===== src/design/pslt_pkg.sv =====
// Shared types and constants for the plane side test and line intersect block.
// Holds the request and result payload structs and the divider cell record.
// No dependencies.
package pslt_pkg;

    // Fraction bits of the plane normal.
    localparam int NORM_FRAC = 14;
    // Width of the signed distance and denominator sums.
    localparam int DW = 50;
    // Width of the distance and denominator magnitudes.
    localparam int MW = 48;
    // Quotient bits produced by the divider chain.
    localparam int QBITS = 33;

    // Request modes.
    localparam logic [1:0] MODE_POINT  = 2'd0;
    localparam logic [1:0] MODE_SPHERE = 2'd1;
    localparam logic [1:0] MODE_LINE   = 2'd2;
    localparam logic [1:0] MODE_NONE   = 2'd3;

    // Configuration register indexes.
    localparam logic [1:0] CFG_NORMAL_X = 2'd0;
    localparam logic [1:0] CFG_NORMAL_Y = 2'd1;
    localparam logic [1:0] CFG_NORMAL_Z = 2'd2;
    localparam logic [1:0] CFG_OFFSET   = 2'd3;

    typedef struct packed {
        logic [1:0]         mode;
        logic signed [31:0] point_x;
        logic signed [31:0] point_y;
        logic signed [31:0] point_z;
        logic [30:0]        radius;
        logic signed [31:0] dir_x;
        logic signed [31:0] dir_y;
        logic signed [31:0] dir_z;
    } pslt_in_t;

    typedef struct packed {
        logic               in_front;
        logic signed [31:0] hit_x;
        logic signed [31:0] hit_y;
        logic signed [31:0] hit_z;
        logic               parallel;
        logic               clipped;
    } pslt_out_t;

    // Record handed from one divider cell to the next; three lanes, one per axis.
    typedef struct packed {
        logic [2:0][MW-1:0]    rem;
        logic [2:0][QBITS-1:0] num;
        logic [2:0][QBITS-1:0] quo;
        logic [MW-1:0]         den;
        logic [2:0][31:0]      pnt;
        logic [2:0]            pos;
        logic [2:0]            ovf;
        logic [1:0]            mode;
        logic                  in_front;
        logic                  par;
    } pslt_cell_t;

endpackage


===== src/design/pslt_back.sv =====
// Back stage: applies the quotient to the origin, saturates and holds the result.
// Depends on pslt_pkg.
module pslt_back
    import pslt_pkg::*;
(
    input  logic       aclk,
    input  logic       aresetn,
    input  logic       in_valid,
    output logic       in_ready,
    input  pslt_cell_t in_data,
    output logic       m_valid,
    input  logic       m_ready,
    output pslt_out_t  m_payload
);

    logic        valid_reg;
    pslt_out_t   out_reg;
    pslt_out_t   out_next;
    logic [2:0]  clip;
    logic [31:0] hit [3];
    logic signed [34:0] sum [3];
    logic signed [34:0] pext [3];
    logic signed [34:0] qext [3];

    assign in_ready  = !valid_reg || m_ready;
    assign m_valid   = valid_reg;
    assign m_payload = out_reg;

    // Hit point per axis with saturation to the signed 32-bit range.
    always_comb begin
        for (int i = 0; i < 3; i++) begin
            pext[i] = $signed({{3{in_data.pnt[i][31]}}, in_data.pnt[i]});
            qext[i] = $signed({2'b00, in_data.quo[i]});
            sum[i]  = in_data.pos[i] ? pext[i] + qext[i] : pext[i] - qext[i];
            clip[i] = 1'b0;
            if (in_data.ovf[i]) begin
                hit[i]  = in_data.pos[i] ? 32'h7FFF_FFFF : 32'h8000_0000;
                clip[i] = 1'b1;
            end else if (sum[i] > 35'sh0_7FFF_FFFF) begin
                hit[i]  = 32'h7FFF_FFFF;
                clip[i] = 1'b1;
            end else if (sum[i] < -35'sh0_8000_0000) begin
                hit[i]  = 32'h8000_0000;
                clip[i] = 1'b1;
            end else begin
                hit[i] = sum[i][31:0];
            end
        end
        out_next = '0;
        if (in_data.mode == MODE_POINT || in_data.mode == MODE_SPHERE) begin
            out_next.in_front = in_data.in_front;
        end else if (in_data.mode == MODE_LINE) begin
            if (in_data.par) begin
                out_next.parallel = 1'b1;
            end else begin
                out_next.hit_x   = hit[0];
                out_next.hit_y   = hit[1];
                out_next.hit_z   = hit[2];
                out_next.clipped = |clip;
            end
        end
    end

    always_ff @(posedge aclk) begin
        if (!aresetn) begin
            valid_reg <= 1'b0;
        end else if (in_ready) begin
            valid_reg <= in_valid;
        end
        if (in_ready && in_valid) begin
            out_reg <= out_next;
        end
    end

endmodule


===== config.mk =====
export PLATFORM = sky130hd
export DESIGN_NAME = pslt_back
export DESIGN_NICKNAME = d
export VERILOG_FILES = /design/src/design/pslt_pkg.sv /design/src/design/pslt_back.sv
export SDC_FILE = /design/constraint.sdc
export NUM_CORES = 1
export LEC_CHECK = 0
export ABC_AREA = 1
export BUFFER_PORTS_ARGS = -buffer_cell sky130_fd_sc_hd__clkbuf_2
export CORE_AREA = 2 2 237 239
export CTS_CLUSTER_SIZE = 14
export DETAILED_ROUTE_END_ITERATION = 12
export DIE_AREA = 0 0 239 241
export GPL_ROUTABILITY_DRIVEN = 0
export HOLD_SLACK_MARGIN = 0.03
export PLACE_DENSITY = 0.59
export SLEW_MARGIN = 0
export SYNTH_ARGS = -nofsm -noshare
export SYNTH_HDL_FRONTEND = slang
export SYNTH_SLANG_ARGS = --single-unit

===== constraint.sdc =====
create_clock -name aclk -period 12.9 [get_ports aclk]
set_clock_uncertainty 0.2 [all_clocks]
set_input_delay 3.87 -clock aclk [delete_from_list [all_inputs] [get_ports aclk]]
set_output_delay 3.87 -clock aclk [all_outputs]
set_load 0.01 [all_outputs]

== Word-level counts from Yosys, hierarchy flattened ==
Cells that the tools add are included.

* Bitwise logic cells: 1
* Equality and inequality tests: 2
* Multipliers: 0
* Div/mod/pow operators: 0
* Mux-type cells: 25
* Shift-type cells: 0
* Reductions and logical operators: 8
* Add/sub/neg operators: 6
* Magnitude comparators: 6

{| class="wikitable"
|+ Operators by type and width
! kind !! number
|-
| $mux 32 || 12
|-
| $add 32x34->35 || 3
|-
| $gt 35x32->1 const B || 3
|-
| $lt 35x32->1 const B || 3
|-
| $mux 35 || 3
|-
| $sub 32x34->35 || 3
|-
| $mux 1 || 10
|-
| $reduce_or 3->1 || 2
|-
| $eq 2x1->1 const B || 1
|-
| $eq 2x2->1 const B || 1
|-
| $logic_not 2->1 || 1
|-
| $logic_or 1x1->1 || 2
|-
| $reduce_or 2->1 || 1
|-
| $logic_and 1x1->1 || 1
|-
| $logic_not 1->1 || 1
|-
| $not 1->1 || 1
|}

* Output and inout bits: 101
* Word-level logic and storage cells: 55
* Bits in latches: 0
* Memory bits (read-only): 0
* Flip-flop bits (word level): 100
* Memories: 0
* Input bits: 500
* RAM bits: 0

== Logic depth before layout (Yosys ltp) ==
* Word-level depth: 7
* Mapped depth: 32
* Mapped depth without buffers: 31

== Least setup slack after synthesis ==
Ideal clock, no wire load.

* Path kind: input-to-reg
* From: in in_valid
* To: reg out_reg (netlist bit m_payload[0]) (enable)
* Data arrival time: 8.686 ns
* Stages: 2
* Path buffers: 0
* Data required time: 12.111 ns
* Setup slack: 3.425 ns
* Library setup time: 0.589 ns
* Cell sequence: inv_1 > a21oi_1

* Word-level cells in the longest chain between the ends: 1

{| class="wikitable"
|+ Ends and longest elaborated chain
! item !! line !! RTL
|-
| from (decl) || pslt_back.sv:8 || <nowiki>input logic in_valid,</nowiki>
|-
| $logic_and 1x1->1 || pslt_back.sv:70 || <nowiki>if (in_ready && in_valid) begin</nowiki>
|-
| to (signal assigned) || pslt_back.sv:71 || <nowiki>out_reg <= out_next;</nowiki>
|-
| to (decl) || pslt_back.sv:17 || <nowiki>pslt_out_t out_reg;</nowiki>
|}

Every way passes these cells.
A chain may end at the register's enable or synchronous reset.

== Worst setup path in the final report ==
* From: in in_data[155] (netlist name)
* To: reg out_reg (netlist bit m_payload[79]) (data pin)

* Word-level cells in the longest chain between the ends: 6
* Elaborated cells between the ends (all ways): 8
* Those cells by class: 2 x add/sub; 2 x order compare; 4 x mux

{| class="wikitable"
|+ Ends and longest elaborated chain
! item !! line !! RTL
|-
| from (decl) || pslt_back.sv:10 || <nowiki>input pslt_cell_t in_data,</nowiki>
|-
| $sub 32x34->35 or $add 32x34->35 (tied branches) || pslt_back.sv:34 || <nowiki>sum[i] = in_data.pos[i] ? pext[i] + qext[i] : pext[i] - qext[i];</nowiki>
|-
| $mux 35 (*) || pslt_back.sv:34 ||
|-
| $lt 35x32->1 || pslt_back.sv:42 || <nowiki>end else if (sum[i] < -35'sh0_8000_0000) begin</nowiki>
|-
| $mux 32 || pslt_back.sv:42 ||
|-
| $mux 32 (*) || pslt_back.sv:39 || <nowiki>end else if (sum[i] > 35'sh0_7FFF_FFFF) begin</nowiki>
|-
| $mux 32 (*) || pslt_back.sv:36 || <nowiki>if (in_data.ovf[i]) begin</nowiki>
|}

Every way passes the cells marked *; elsewhere a longest branch is shown, timed or not.

==> run metrics <==
share of power burned in combinational logic 56.0%; Yosys warning total 0; effective utilization at floorplan between 20% and 30%; critical path data required time roughly 13 ns; final-stage net count roughly 3300; layout-stage area growth over the synthesis result 16.6%; clock tree buffer depth 2; Overall Power around 1600 uW; number of clock sinks 100; Core Util, Final ~31%; Avg WL per Cell roughly 15 um; gr usage total around 17%; detail-routed via count per cell between 4 and 5; number of buffers inserted for hold repair after clock tree synthesis 0; clock tree from TritonCTS yes; Starting DRT DRC Count between 1000 and 1500; Mean Syn Cell Area between 6 and 7 um^2; leading cell type in the layout, fill and taps excluded nand2_1; Die X-Extent roughly 240 um; floorplan core area 0.0549 mm^2; sequential cell fraction of total power between 20% and 30%; worst min path class reg -> reg; leading cell types in the layout, fill and taps excluded 839 x nand2_1, 332 x inv_1, 309 x clkbuf_2, 221 x nor2_1, 170 x a21oi_1; post-route ant nets 0; share of layout cells above drive strength 1 16.6%; CTS Buf Count 9; FF/Latch Area ~0.0030 mm^2; synthesized netlist cell count 2390; number of global-route vias before repair 14100; Pint 839 uW; worst-path maximum fanout 32; switching power between 700 and 800 uW; register bit count reported by yosys 100; instance area at placement between 0.015 and 0.02 mm^2; pre-CTS setup slack around 4 ns; critical path class in -> reg; post-CTS repair timing setup buffer count 0; DR pass1 iterations 5; switching fraction of total power a little under half; net count of the mapped netlist 3000; number of unique standard cell types used by synthesis 53; number of hold-slack violations in the final timing report 0; CTS H-tree depth 3; setup-violating endpoint count in the final report 0; number of port buffers 309; count of flip-flops with a built-in enable after synthesis roughly 100; post-DP HPWL ~44000 um; later-pin clock latency in the skew report around 0.37 ns; number of gates resized after CTS 0; max-slew headroom at the worst pin between 20% and 30%; largest net degree at the start of global routing 60; number of remaining DRC errors 0; design area 0.0172 mm^2; final count of pins violating max slew 0; detailed-route via count 15200; clock edge transition at the registers on the reported setup and hold paths around 0.080 ns; share of synthesized flip-flops with an asynchronous set or reset 0%; GRT overflow 0; Netlist Area Pre-Place between 0.01 and 0.015 mm^2; category of the worst setup path capture point register; Tcrit/Tclk final between 60 and 70%; Chip Height approximately 240 um; Cell Rows 86; arrival time of the worst setup path approximately 8.4 ns; first-pass GRT wire length a little under 80000 um; overall die area roughly 0.058 mm^2; unrepaired setup endpoints after global routing no; final setup margin about 4.4 ns; worst ir drop on vdd between 40 and 50 uV; cell at the root of the clock tree clkbuf_16; I/O Pins 601; post-synthesis sequential area ratio about a fifth; maximum frequency from static timing analysis 117 MHz; power density over the cells about 90 mW/mm^2; Multi-input gate area roughly 0.01 mm^2; Fillers between 6000 and 7000; antenna violations before repair 1; post-route minimum period approximately 8.5 ns; Post-Route WL 50800 um; Post-synth top flop edfxtp_1; Max Cap Viol 0; kind of launch point of the worst setup path input port; clock group share of total power a little under a fifth; setup TNS 0 ns; Leakage between 0.009 and 0.01 uW; status complete, no violations; Worst Max-Slew Pin Slew ~1.1 ns
## power by group through the flow
| stage | clock (uW) | sequential [uW] | combinational [uW] |
|---|---|---|---|
| 2_1_floorplan | 0 | 410 | 632 |
| 3_3_place_gp | 0 | 395 | 869 |
| 3_5_place_dp | 0 | 396 | 866 |
| 4_1_cts | 309 | 389 | 871 |
| 5_1_grt | 318 | 390 | 993 |
| 6_report | 300 | 388 | 874 |
## stage by stage
step / instances / hold slack, ns
floorplan: 2390 / 0.395
global placement: 3352 / 0.340
detailed placement: 3352 / 0.351
CTS: 3368 / 0.359
global route: 3368 / 0.374
finish: 3369 / 0.361
## layer usage
layer	vias to the layer above	routed length [um]	global-route usage, %
met5	-	0	0
met4	0	537	3.16
met3	28	2960	2.12
met2	446	20400	26.0
met1	6621	26900	26.7
li1	8119	-	-
## cells in the mapped netlist (26+ instances only)
cell type | n | share of area [%]
nand2_2 | 48 | 2.0
a21oi_1 | 171 | 5.8
inv_1 | 333 | 8.5
edfxtp_1 | 99 | 20
clkbuf_1 | 26 | 0.66
nand4_1 | 26 | 1.1
o21ai_0 | 27 | 0.92
xor2_1 | 129 | 7.7
nand2_1 | 839 | 21
xnor2_1 | 38 | 2.3
nor2_1 | 221 | 5.6
nand3_1 | 134 | 4.6
ha_1 | 107 | 9.1
## critical path: stages
cell	delay, ns
clkbuf_2	0.09
inv_1	0.10
ha_1	0.25
nand3_1	0.15
nor2_1	0.18
nand2_1	0.14
nor2_1	0.11
and3_1	0.18
inv_1	0.05
nor2_1	0.17
a31oi_1	0.19
nor2_1	0.15
xor2_1	0.30
ha_1	0.31
inv_2	0.08
nor3_2	0.22
nand2_1	0.11
nor2_1	0.18
nand3_2	0.14
nand3_2	0.10
nand2_1	0.05
nand2_1	0.06
nand3_1	0.07
nand2_1	0.82
nand2_1	0.18
nand2_1	0.10
a21oi_1	0.08
## registers in the layout, summed over array words and instances (netlist names)
register and flops:
m_payload 99, m_valid 1
## kinds of logic after synthesis
logic type	Yosys count	share of synthesized area, %
xor+xnor	167	9.94
flops	100	20.3
compound gates	263	10.2
buf+inv	400	11.2
fa+ha+maj	110	9.51
simple gates	1350	38.9
## worst paths after layout
kind                                    from             to  slack, ns  depth (start not counted)
worst max-delay path            in_data[155]  m_payload[79]       4.35                         27
worst min-delay path                 m_valid        m_valid       0.36                          2
worst max register to register       m_valid  m_payload[87]      10.54                          3
worst min register to register       m_valid        m_valid       0.36                          2
## layout make-up
class / count / share of cell area (%)
antenna: 1 / 0.0146
clock buffer: 9 / 1.31
clock inverter: 7 / 0.539
inverter: 344 / 7.52
multi-input combinational: 1890 / 58.8
sequential: 100 / 17.4
tap: 704 / 5.13
timing repair buffer: 314 / 9.23
Power figures use the tool's default switching activity.
