$ cat config.mk
export PLATFORM = sky130hd
export DESIGN_NAME = pslt_cell
export DESIGN_NICKNAME = d
export VERILOG_FILES = /design/src/design/pslt_pkg.sv /design/src/design/pslt_cell.sv
export SDC_FILE = /design/constraint.sdc
export NUM_CORES = 1
export LEC_CHECK = 0
export BUFFER_PORTS_ARGS = -buffer_cell sky130_fd_sc_hd__buf_2
export CAP_MARGIN = 40
export CORE_AREA = 2 2 388 390
export CTS_BUF_LIST = sky130_fd_sc_hd__clkbuf_2
export DETAILED_ROUTE_END_ITERATION = 7
export DIE_AREA = 0 0 390 392
export PLACE_DENSITY_LB_ADDON = 0.3
export SLEW_MARGIN = 30
export SYNTH_ARGS = -nofsm -noshare
export SYNTH_HDL_FRONTEND = slang
export SYNTH_SLANG_ARGS = --single-unit
$ cat constraint.sdc
create_clock -name aclk -period 31.4 [get_ports aclk]
set_input_delay 4.71 -clock aclk [delete_from_list [all_inputs] [get_ports aclk]]
set_output_delay 4.71 -clock aclk [all_outputs]
set_load 0.005 [all_outputs]
$ cat src/design/pslt_pkg.sv
// Shared types and constants for the plane side test and line intersect block.
// Holds the request and result payload structs and the divider cell record.
// No dependencies.
package pslt_pkg;

    // Fraction bits of the plane normal.
    localparam int NORM_FRAC = 14;
    // Width of the signed distance and denominator sums.
    localparam int DW = 50;
    // Width of the distance and denominator magnitudes.
    localparam int MW = 48;
    // Quotient bits produced by the divider chain.
    localparam int QBITS = 33;

    // Request modes.
    localparam logic [1:0] MODE_POINT  = 2'd0;
    localparam logic [1:0] MODE_SPHERE = 2'd1;
    localparam logic [1:0] MODE_LINE   = 2'd2;
    localparam logic [1:0] MODE_NONE   = 2'd3;

    // Configuration register indexes.
    localparam logic [1:0] CFG_NORMAL_X = 2'd0;
    localparam logic [1:0] CFG_NORMAL_Y = 2'd1;
    localparam logic [1:0] CFG_NORMAL_Z = 2'd2;
    localparam logic [1:0] CFG_OFFSET   = 2'd3;

    typedef struct packed {
        logic [1:0]         mode;
        logic signed [31:0] point_x;
        logic signed [31:0] point_y;
        logic signed [31:0] point_z;
        logic [30:0]        radius;
        logic signed [31:0] dir_x;
        logic signed [31:0] dir_y;
        logic signed [31:0] dir_z;
    } pslt_in_t;

    typedef struct packed {
        logic               in_front;
        logic signed [31:0] hit_x;
        logic signed [31:0] hit_y;
        logic signed [31:0] hit_z;
        logic               parallel;
        logic               clipped;
    } pslt_out_t;

    // Record handed from one divider cell to the next; three lanes, one per axis.
    typedef struct packed {
        logic [2:0][MW-1:0]    rem;
        logic [2:0][QBITS-1:0] num;
        logic [2:0][QBITS-1:0] quo;
        logic [MW-1:0]         den;
        logic [2:0][31:0]      pnt;
        logic [2:0]            pos;
        logic [2:0]            ovf;
        logic [1:0]            mode;
        logic                  in_front;
        logic                  par;
    } pslt_cell_t;

endpackage

$ cat src/design/pslt_cell.sv
// One restoring division step for all three axes, with its own pipeline register.
// Depends on pslt_pkg.
module pslt_cell
    import pslt_pkg::*;
(
    input  logic       aclk,
    input  logic       aresetn,
    input  logic       in_valid,
    output logic       in_ready,
    input  pslt_cell_t in_data,
    output logic       out_valid,
    input  logic       out_ready,
    output pslt_cell_t out_data
);

    logic       valid_reg;
    pslt_cell_t data_reg;
    pslt_cell_t data_next;
    logic [MW:0] rem2 [3];
    logic [2:0]  ge;

    assign in_ready  = !valid_reg || out_ready;
    assign out_valid = valid_reg;
    assign out_data  = data_reg;

    // Shift in the next numerator bit and subtract the divisor where it fits.
    always_comb begin
        data_next = in_data;
        for (int l = 0; l < 3; l++) begin
            rem2[l] = {in_data.rem[l], in_data.num[l][QBITS-1]};
            ge[l]   = rem2[l] >= {1'b0, in_data.den};
            if (ge[l]) begin
                data_next.rem[l] = MW'(rem2[l] - {1'b0, in_data.den});
            end else begin
                data_next.rem[l] = rem2[l][MW-1:0];
            end
            data_next.num[l] = {in_data.num[l][QBITS-2:0], 1'b0};
            data_next.quo[l] = {in_data.quo[l][QBITS-2:0], ge[l]};
        end
    end

    always_ff @(posedge aclk) begin
        if (!aresetn) begin
            valid_reg <= 1'b0;
        end else if (in_ready) begin
            valid_reg <= in_valid;
        end
        if (in_ready && in_valid) begin
            data_reg <= data_next;
        end
    end

endmodule

======== Word-level counts from Yosys, hierarchy flattened ========
Cells that the tools add are included.
operators by class
  $lt $le $gt $ge ......................... 3
  $add $sub $neg .......................... 3
  muxes and demuxes ....................... 3
  reduce and logical (&&, ||, !) cells .... 3
operators with widths
  kind                            number
  >= comparator 49 x 48 -> 1 bit  3
  2-to-1 mux 48 bit               3
  subtractor 48 bit               3
  logical AND 1 bit               1
  zero test 1 bit                 1
  logical OR 1 bit                1
storage, ports and cells
  input port bits ......................... 500
  word-level logic and storage cells ...... 31
  output and inout bits ................... 498
  bits in registers ....................... 494

======== Logic depth before layout (Yosys ltp) ========
Gate-level depths: netlist of the first run.
  depth after elaboration ................. 3
  gate-level depth with buffers ........... 16
  mapped depth without buffers ............ 14

======== Worst setup path after synthesis of the first run ========
OpenSTA, ideal clock, no wires.
  path kind ............................... input to register
  start point ............................. in out_ready
  end point ............................... reg data_reg (netlist bit out_data[0]) (enable)
  data required time ...................... 30,478 ps
  setup slack ............................. 14,473 ps
  setup time .............................. 922 ps
  stages on the path ...................... 2
  arrival time ............................ 16,004 ps
  path buffers ............................ 0
  path through ............................ nand2b_1 > and2_1
on the way
  word-level cells in the longest chain between the ends .. 2
ends and longest elaborated chain
  element                 RTL line         RTL
  start: declaration      pslt_cell.sv:12  input logic out_ready,
  logical OR 1 bit        pslt_cell.sv:22  assign in_ready = !valid_reg || out_ready;
  logical AND 1 bit       pslt_cell.sv:48  if (in_ready && in_valid) begin
  end signal: assignment  pslt_cell.sv:49  data_reg <= data_next;
  end: declaration        pslt_cell.sv:17  pslt_cell_t data_reg;
No other way between the ends.
A chain may end at the register's enable or synchronous reset.

======== Worst setup path after layout of the first run ========
  start point ............................. in out_ready
  end point ............................... out in_ready
on the way
  word-level cells in the longest chain between the ends .. 1
ends and longest elaborated chain
  element           RTL line         RTL
  logical OR 1 bit  pslt_cell.sv:22
  end: declaration  pslt_cell.sv:9   output logic in_ready,
No other way between the ends.

==> summary.md, run 1 <==
| Metric | Value |
|---|---|
| Die footprint | 0.153 mm2 |
| Leakage Power | 0.0143 uW |
| Main synth FF type | edfxtp_1 |
| Largest net degree at the start of global routing | approximately 150 |
| Clk_skew | 0.0992 ns |
| Post-synth ARST share | 0% |
| Worst-path maximum fanout | 3 |
| Vias in the first global route | 21200 |
| Cts bufs inserted | 150 |
| Power Dens Cells | 52.3 mW/mm2 |
| Clock buffer depth | 3 |
| Mean Syn Cell Area | between 10 and 15 um2 |
| Final setup fails | 0 |
| H-tree depth | 4 |
| Startpoint types | input port |
| Max Clk Rate | 102 MHz |
| Die H | 392 um |
| Post-synthesis register bit count | 494 |
| Via Count | 21700 |
| Final nets | 3741 |
| Logic pwr share | 22.6% |
| Final period utilization | 31.2% |
| IO Pins | 998 |
| Hold Vio Cnt, Final | 0 |
| Crit path DAT | 5.09 ns |
| Most frequent cells in the layout | buf_2 (991), edfxtp_1 (493), a21oi_1 (219) |
| RSZ-0062 raised after global routing | false |
| Cts hold-fix bufs | 0 |
| Worst Hold Class | reg -> reg |
| Drt pass-1 iters | 5 |
| Post-synth EDFFs | 493 |
| Share of layout cells above drive strength 1 | 40.0% |
| Gpl congestion | 0.897 |
| Clock-pin slew on the worst setup and hold paths | around 0.08 ns |
| Fin. max-slew vios | 0 |
| Final core utilization | between 20% and 30% |
| # DRC | 0 |
| Initial DRC count | ~1400 |
| CTS resizes | 0 |
| Post-Syn Area | roughly 0.024 mm2 |
| Area grow syn2layout | 36.0% |
| Status | finished clean |
| Clk pwr share | 31.0% |
| PortBufs | 991 |
| Post-synthesis cell count | 2006 |
| Placement Setup Slack | 21.60 ns |
| Net Sw Frac | between 30% and 40% |
| Relative slew slack | 35.2% |
| Antenna violations before repair | 104 |
| Total negative slack | 0 ns |
| Worst-skew pair later-pin latency | roughly 1.5 ns |
| Antenna Violating Nets Remaining | 0 |
| Drt total wl | 145000 um |
| Routed len/inst | 28.1 um |
| Sequential share of power | 46.4% |
| Post-layout minimum cycle time | 9.80 ns |
| Internal cell power | 1140 uW |
| # rows | between 100 and 150 |
| Peak supply drop | roughly 0.000024 V |
| Vias per cell | 4.18 |
| TritonCTS clock tree | yes |
| NetSw | 599 uW |
| Placed wire-length estimate | 122000 um |
| Worst slew pin tran | 0.972 ns |
| Sinks on Clock Net | 494 |
| Die X | 390 um |
| Worst EP required | approximately 27 ns |
| Global-route wire length before repair | 186000 um |
| Max-Cap Viols | 0 |
| Most common cell after layout, fill and taps aside | buf_2 |
| Sequential share of the synthesized area | 60.6% |
| Initial core utilization | around 16% |
| Critical path class | in -> out |
| Post-CTS setup buffers | 0 |
| Root buffer cell | clkbuf_2 |
| Core Area | 0.149 mm2 |
| GRT Residual Overflow | 0 |
| Worst hold margin | 0.545 ns |
| Synth Warn # | 0 |
| Crit end category | primary output |
| Final worst slack | 21.60 ns |
| GRT Overall Usage | 18.2% |
| Unique masters post-synth | 80 |
worst paths after layout:
| kind | start | end | slack [ns] | cells past startpoint |
|---|---|---|---|---|
| max | out_ready | in_ready | 21.60 | 3 |
| min | out_valid | out_valid | 0.54 | 2 |
| max reg2reg | out_valid | out_data[339] | 27.72 | 7 |
| min reg2reg | out_valid | out_valid | 0.54 | 2 |
sequential cells by signal (all words and copies together), names as in the netlist:
signal and flops:
out_valid 1, out_data 493
per-layer routing:
layer / global-route usage [%] / up-vias / wire (um)
met4: 7.03 / 62 / 5980
met3: 7.87 / 316 / 14600
met5: 0 / - / 431
met1: 18.1 / 10500 / 49700
li1: - / 9801 / -
met2: 33.2 / 987 / 74600
critical path, stage by stage:
cell and delay, ns:
buf_2 0.09, nand2b_1 0.15, buf_2 0.13
layout make-up:
cell class | count | area (um2)
Clock buffer | 197 | 986
Inverter | 101 | 379
Tap cell | 1944 | 2430
Timing Repair Buffer | 1015 | 5270
Clock inverter | 69 | 393
Multi-Input combinational cell | 1332 | 8950
Antenna cell | 27 | 67.6
Fill cell | 16300 | 116000
Sequential cell | 494 | 14800
kinds of logic after synthesis:
family	after synthesis	synth area share, %
xor gates and xnor gates	129	4.62
adders and majority gates	147	7.61
and+or+nand+nor	459	8.70
AOI/OAI and AO/OA	570	14.3
muxes	24	1.11
DFF	494	60.6
other	1	0.0153
buffers and inverters	182	3.07
stage by stage:
stage	area (um2)	total power, uW	std cells
floorplan	24500	1030	2008
global placement	31700	1220	4880
detailed placement	31800	1220	4883
CTS	33100	1790	5149
global route	33200	1840	5160
finish	33300	1740	5179
power by group through the flow:
stage	sequential, uW	clock (uW)	combinational [uW]
2_1_floorplan	848	0	185
3_3_place_gp	824	0	395
3_5_place_dp	824	0	396
4_1_cts	810	580	399
5_1_grt	814	601	428
6_report	809	540	394
synthesized netlist by cell type (6+ instances only):
library cell / number / share of area, %
a21o_1: 78 / 2.4
inv_1: 100 / 1.5
nand2_1: 139 / 2.1
a211oi_1: 12 / 0.37
xor2_1: 49 / 1.8
a21oi_1: 219 / 4.5
nor3_1: 13 / 0.27
o21ai_1: 9 / 0.18
a31oi_1: 20 / 0.51
buf_2: 20 / 0.41
buf_4: 7 / 0.21
and3_1: 14 / 0.36
nand2b_1: 12 / 0.31
nand4_1: 44 / 1.1
nand3_1: 34 / 0.70
o211ai_1: 10 / 0.31
nor2b_1: 17 / 0.43
ha_1: 144 / 7.4
or2_2: 7 / 0.18
nor2_1: 144 / 2.2
a21boi_0: 6 / 0.18
edfxtp_1: 493 / 60
o21bai_1: 36 / 1.1
o21ai_0: 116 / 2.4
nor4_1: 7 / 0.18
mux2_2: 20 / 0.92
clkbuf_1: 50 / 0.77
and2_1: 8 / 0.20
xnor2_1: 80 / 2.9
Power figures use the tool's default switching activity.
==> run 2, diff against run 1 <==
CORE_AREA = 2 2 385 387   (was 2 2 388 390)
DIE_AREA = 0 0 387 389   (was 0 0 390 392)
clock period = 7.9 ns   (was 31.4 ns; I/O delays follow)
==> summary.md, run 2 (synthesis results as in run 1) <==
| Metric | Value |
|---|---|
| Total power | 7180 uW (+310%) |
| Final nets | 4235 (+13%) |
| Clk pwr share | 30.3% (-0.7 points) |
| Largest register FFs | 493 (unchanged) |
| Drt total wl | 148000 um (+2.0%) |
| Antenna violations before repair | 59 (-43%) |
| Root buffer cell | clkbuf_2 |
| Vias in the first global route | 23400 (+10%) |
| Clock buffer depth | 3 (unchanged) |
| Most common cell after layout, fill and taps aside | buf_2 |
| Crit path DAT | 6.65 ns (+1.56 ns) |
| RSZ-0062 raised after global routing | false |
| Hold Path Stages | 2 (unchanged) |
| Worst EP required | 9.16 ns (-17.53 ns) |
| CTS resizes | 0 (unchanged) |
| Drt pass-1 iters | 5 (unchanged) |
| # rows | 141 (-0.70%) |
| Share of layout cells above drive strength 1 | 35.0% (-5.0 points) |
| Die footprint | 0.151 mm2 (-1.5%) |
| M2 GR Usage | 34.1% (+0.97 points) |
| Peak supply drop | 0.0000903 V (+270%) |
| Vias per cell | 4.15 (-0.79%) |
| Max-Cap Viols | 0 (unchanged) |
| Crit-path cells | dlygate4sd3_1 -> buf_2 -> inv_1 -> ha_1 -> nor2b_1 -> o21ai_0 -> a211o_1 -> nand3_1 -> a211oi_2 -> o21ai_2 -> a31oi_2 -> o21ai_2 -> a31o_4 -> buf_4 -> nor2_1 -> a21oi_1 -> dlygate4sd3_1 |
| Reg-to-reg startpoint | out_valid |
| Critical path class | in -> reg |
| Startpoint types | input port |
| Worst-skew pair later-pin latency | 1.56 ns (+0.06 ns) |
| Cts hold-fix bufs | 496 (+496) |
| Critical Path Source | in_data[107] |
| Crit end category | register |
| Clk_skew | 0.140 ns (+0.0406 ns) |
| Worst-path maximum fanout | 60 (+57) |
| Sequential share of power | 45.0% (-1.4 points) |
| Worst R2R Path Depth | 4 (-3) |
| Sinks on Clock Net | 494 (unchanged) |
| Initial DRC count | 1539 (+11%) |
| Area grow syn2layout | 55.7% |
| IO Pins | 998 (unchanged) |
| Net Sw Frac | 34.0% (-0.39 points) |
| Die H | 389 um (-0.77%) |
| Power Dens Cells | 188 mW/mm2 (+260%) |
| Placed wire-length estimate | 122000 um (about the same) |
| Leakage Power | 0.0163 uW (+14%) |
| Internal cell power | 4740 uW (+310%) |
| Post-CTS setup buffers | 0 (unchanged) |
| # DRC | 0 (unchanged) |
| Clock-pin slew on the worst setup and hold paths | 0.11 ns (+0.03 ns) |
| Largest net degree at the start of global routing | 143 (-6.5%) |
| Hold Startpoint | in_data[207] |
| Core Area | 0.147 mm2 (-1.5%) |
| Logic pwr share | 24.7% (+2.1 points) |
| Worst slew pin tran | 1.04 ns (+0.0691 ns) |
| Post-layout minimum cycle time | 5.39 ns |
| Cts bufs inserted | 153 (+2.0%) |
| Global-route wire length before repair | 196000 um (+5.3%) |
| Most Crowded Layer GR | met2 |
| GR Layer Usage met1 | 20.9% (+2.8 points) |
| Fin. max-slew vios | 0 (unchanged) |
| Max incr delay on CP | 0.66 ns (+0.51 ns) |
| Grt met3 use | 5.84% (-2.0 points) |
| Critical-path top delay cell | a211oi_2 |
| Worst hold margin | 0.383 ns (-0.162 ns) |
| Initial core utilization | 16.7% (+0.26 points) |
| Total negative slack | 0 ns (unchanged) |
| Die X | 387 um (-0.77%) |
| GRT Residual Overflow | 0 (unchanged) |
| Relative slew slack | 30.6% (-4.6 points) |
| Via Count | 23400 (+8.1%) |
| Hold Vio Cnt, Final | 0 (unchanged) |
| Status | finished clean |
| Final setup fails | 0 (unchanged) |
| R2R setup slack | 5.14 ns (-22.58 ns) |
| Max Clk Rate | 185 MHz |
| Final period utilization | 68.2% |
| Worst Hold Class | in -> reg |
| PortBufs | 991 (unchanged) |
| Antenna Violating Nets Remaining | 0 (unchanged) |
| H-tree depth | 4 (unchanged) |
| NetSw | 2440 uW (+310%) |
| TritonCTS clock tree | yes |
| Gpl congestion | 0.871 (-2.8%) |
| GRT Overall Usage | 19.0% (+0.85 points) |
| Most frequent cells in the layout | buf_2 (994), dlygate4sd3_1 (496), edfxtp_1 (493) |
| Routed len/inst | 26.3 um (-6.4%) |
==> run 2: power groups by stage <==
| stage | Sequential, uW | Clock (uW) | Combinational, uW |
|---|---|---|---|
| floorplan | 3330 | 0 | 737 |
| detailed placement | 3280 | 0 | 1550 |
| global route | 3250 | 2430 | 1920 |
| finish | 3230 | 2170 | 1770 |
| global placement | 3290 | 0 | 1540 |
| CTS | 3230 | 2330 | 1800 |
==> run 2: worst max-delay path: cells and delay by family <==
family | cells | cell delay, ns
fa+ha+maj | 1 | 0.34
compound gates | 8 | 2.49
simple gates | 3 | 0.54
buf+inv | 5 | 1.94
==> run 2: routing by layer <==
layer  vias to the layer above  routed length, um  part of all wire [%]
met2                      1028              75700                    51
li1                      10800                  -                     -
met4                        22               5790                   3.9
met1                     11400              55900                    38
met3                       246              10700                   7.2
met5                         -                154                  0.10
==> run 2: path summary, 6_finish.rpt <==
kind | end
hold / removal | out_data[208]
hold reg to reg | out_data[93]
setup / recovery | out_data[401]
setup reg to reg | out_data[17]
==> run 2: layout make-up <==
class,count,area [um2]
diodes,23,57.6
clock buffers,211,1060
clock inverters,48,328
fillers,15800,108000
inverters,101,379
multi-input cells,1332,8950
flip-flops and latches,494,14800
well taps,1930,2410
repair buffers,1506,10100
==> run 2: through the flow <==
stage,util [%],instance area [um2],setup WS (ns),cells
4_1_cts,26.0,38100,2.80,5622
3_5_place_dp,21.6,31700,1.98,4867
6_report,26.0,38100,2.51,5645
5_1_grt,26.0,38100,2.53,5636
3_3_place_gp,21.6,31700,2.00,4864
2_1_floorplan,-,24500,0.0903,2008
==> run 3, diff against run 2 <==
CORE_AREA = 2 2 391 393   (was 2 2 385 387)
DIE_AREA = 0 0 393 395   (was 0 0 387 389)
clock period = 5 ns   (was 7.9 ns; I/O delays follow)
==> summary.md, run 3 <==
| Metric | Value |
|---|---|
| Status | did not finish |
| Synth Warn # | 0 (unchanged) |
| Clock buffer depth | 3 (unchanged) |
| Count leader, synth | edfxtp_1 |
| DP Cell Count | 5036 (+3.5%) |
| Unique masters post-synth | 80 (unchanged) |
| Synth top area cells | edfxtp_1 (60%), ha_1 (7.4%), a21oi_1 (4.5%) |
| Area leader, netlist | edfxtp_1 |
| # rows | 143 (+1.4%) |
| Failed at | 4_1_cts |
| Root buffer cell | clkbuf_2 |
| Tool error | [ERROR RSZ-0060] Max buffer count reached. |
| Sinks on Clock Net | 494 (unchanged) |
| Post-synth EDFFs | 493 (unchanged) |
| Mean Syn Cell Area | 12.2 um2 (unchanged) |
| Post-CTS setup buffers | 0 (unchanged) |
| Post-Syn Area | 0.0245 mm2 (unchanged) |
| Post-synthesis cell count | 2006 (unchanged) |
| Placed wire-length estimate | 125000 um (+2.5%) |
| Cts bufs inserted | 154 (+0.65%) |
| Cts hold-fix bufs | 1060 (+110%) |
| Initial core utilization | 16.2% (-0.51 points) |
| Sequential share of the synthesized area | 60.6% (unchanged) |
| Die H | 395 um (+1.5%) |
| Area share of the largest cell type after synthesis | 60.5% (unchanged) |
| Main synth FF type | edfxtp_1 |
| CTS resizes | 0 (unchanged) |
| Die X | 393 um (+1.6%) |
| PortBufs | 991 (unchanged) |
| H-tree depth | 4 (unchanged) |
| Gpl congestion | 0.853 (-2.1%) |
| IO Pins | 998 (unchanged) |
| Top post-synthesis cells by count | edfxtp_1 (493), a21oi_1 (219), ha_1 (144), nor2_1 (144), nand2_1 (139) |
| Post-synth ARST share | 0% (unchanged) |
| Post-synthesis register bit count | 494 (unchanged) |
run 3: cells by family after synthesis:
group	after synthesis	synth area share, %
compound gates	570	14.3
flops	494	60.6
simple gates	459	8.70
buf+inv	182	3.07
fa+ha+maj	147	7.61
xor+xnor	129	4.62
mux	24	1.11
other cells	1	0.0153
run 3: stage by stage:
| step | hold slack, ns | area, um2 | setup slack (ns) |
|---|---|---|---|
| 2_1_floorplan | 0.546 | 24500 | 0.211 |
| 3_3_place_gp | 0.518 | 32400 | 0.287 |
| 3_5_place_dp | 0.533 | 32400 | 0.287 |
==> run 4, diff against run 3 <==
CORE_AREA = 2 2 389 391   (was 2 2 391 393)
CTS_BUF_LIST = default   (was sky130_fd_sc_hd__clkbuf_2)
DIE_AREA = 0 0 391 393   (was 0 0 393 395)
PLACE_DENSITY_LB_ADDON = 0.15   (was 0.3)
==> summary.md, run 4 (synthesis results as in run 1) <==
| Metric | Value |
|---|---|
| GRT Residual Overflow | 0 |
| IO Pins | 998 (unchanged) |
| Max incr delay on CP | about 0.40 ns |
| Clk_skew | ~0.024 ns |
| Largest net degree at the start of global routing | ~110 |
| Relative slew slack | between 40% and 50% |
| Hold Startpoint | in_data[41] |
| Die X | 391 um (-0.51%) |
| Most frequent cells in the layout | buf_2 (991), edfxtp_1 (493), a21oi_1 (219) |
| Root buffer cell | clkbuf_16 |
| Placed wire-length estimate | 116000 um (-7.8%) |
| Total negative slack | 0 ns |
| Final core utilization | 23.2% |
| Global-route wire length before repair | 180000 um |
| Post-CTS setup buffers | 0 (unchanged) |
| Worst slew pin tran | around 0.8 ns |
| Status | finished clean |
| Max-Cap Viols | 0 |
| Cts hold-fix bufs | 0 (-100%) |
| Power Dens Cells | 364 mW/mm2 |
| Worst Hold Class | in -> reg |
| Routed len/inst | 27.1 um |
| RSZ-0062 raised after global routing | false |
| Max Clk Rate | 242 MHz |
| Final worst slack | 0.874 ns |
| Sinks on Clock Net | 494 (unchanged) |
| Area grow syn2layout | 41.2% |
| PortBufs | 991 (unchanged) |
| Via Count | 20800 |
| Antenna violations before repair | 71 |
| Placement Setup Slack | 0.115 ns (-0.171 ns) |
| Largest register FFs | 493 |
| Startpoint types | input port |
| Worst EP required | between 5 and 6 ns |
| CTS resizes | 0 (unchanged) |
| Die footprint | 0.154 mm2 |
| GRT Overall Usage | around 17% |
| Reg-to-reg startpoint | out_valid |
| Hold Path Stages | 1 |
| WP buf/inv | 3 |
| Antenna Violating Nets Remaining | 0 |
| Clock-pin slew on the worst setup and hold paths | 0.06 ns |
| # rows | 142 (-0.70%) |
| Worst R2R Path Depth | 4 |
| Final setup fails | 0 |
| Total power | 12600 uW |
| Critical path class | in -> reg |
| Most common cell after layout, fill and taps aside | buf_2 |
| Worst-path maximum fanout | 31 |
| Initial core utilization | 16.4% (+0.21 points) |
| Worst-skew pair later-pin latency | ~0.67 ns |
| Post-layout minimum cycle time | 4.13 ns |
| Final Instance Count excl. Fillers | 5099 |
| Cts bufs inserted | 69 (-55%) |
| Crit-path cells | buf_2 -> inv_1 -> ha_1 -> o21a_1 -> o31a_1 -> o211ai_2 -> a21oi_1 -> o21ba_1 -> a31oi_2 -> o21ai_2 -> a41o_1 -> a41oi_4 -> buf_12 -> mux2_1 |
| Peak supply drop | 0.000220 V |
| Critical-path top delay cell | o211ai_2 |
| Crit end category | register |
| H-tree depth | 3 (-1) |
| Core Area | 0.149 mm2 |
| Vias in the first global route | around 21000 |
| Final nets | 3725 |
| Hold Path Sink | out_data[41] |
| TritonCTS clock tree | yes |
| Drt total wl | 138000 um |
| Die H | 393 um (-0.51%) |
| Drt pass-1 iters | 7 |
| Clock buffer depth | 3 (unchanged) |
| Share of layout cells above drive strength 1 | between 30% and 40% |
| Hold Vio Cnt, Final | 0 |
| Initial DRC count | 1165 |
| DP Cell Count | 4951 (-1.7%) |
| Reg2reg end | out_data[250] |
| CP delay by family, top | compound AO/OA/AOI/OAI gates |
| Vias per cell | about 4.1 |
| R2R setup slack | 2.89 ns |
| Gpl congestion | 0.819 (-4.0%) |
| Leakage Power | 0.0146 uW |
| # DRC | 0 |
| Crit path DAT | 4.53 ns |
| Final period utilization | 82.5% |
| Fin. max-slew vios | 0 |
run 4: stage by stage:
step / area [um2] / hold WS [ns]
after floorplan: 24500 / 0.546
after CTS: 34500 / 0.152
after global routing: 34500 / 0.175
after detailed placement: 32300 / 0.536
after global placement: 32300 / 0.524
final: 34600 / 0.251
run 4: worst max path at each step:
stage | end | slack [ns] | depth (start not counted) | from
2_1_floorplan | out_data[0] | 0.21 | 2 | out_ready
3_3_place_gp | out_data[442] | 0.12 | 14 | in_data[106]
3_5_place_dp | out_data[442] | 0.12 | 14 | in_data[106]
4_1_cts | out_data[442] | 0.85 | 14 | in_data[106]
5_1_grt | out_data[442] | 0.74 | 14 | in_data[106]
6_report | out_data[374] | 0.87 | 14 | in_data[108]
run 4: report_power, final:
group          internal [uW]  switching, uW
Combinational            991           1490
Sequential              5000            111
Clock                   2830           2150
run 4: area by class of cell:
type	instances	area [um2]
diodes	23	57.6
clock buffers	84	1780
clock inverters	41	412
fillers	16200	115000
inverters	101	379
multi-input cells	1332	8940
flip-flops and latches	494	14800
well taps	1944	2430
repair buffers	1080	5730
run 4: per-layer routing:
metal / GRT usage [%] / vias up / share of wire [%]
met2: 32.0 / 751 / 53
met3: 5.81 / 202 / 7.8
met4: 4.65 / 58 / 2.6
met1: 18.5 / 10100 / 37
met5: 0 / - / 0.26
li1: - / 9709 / -
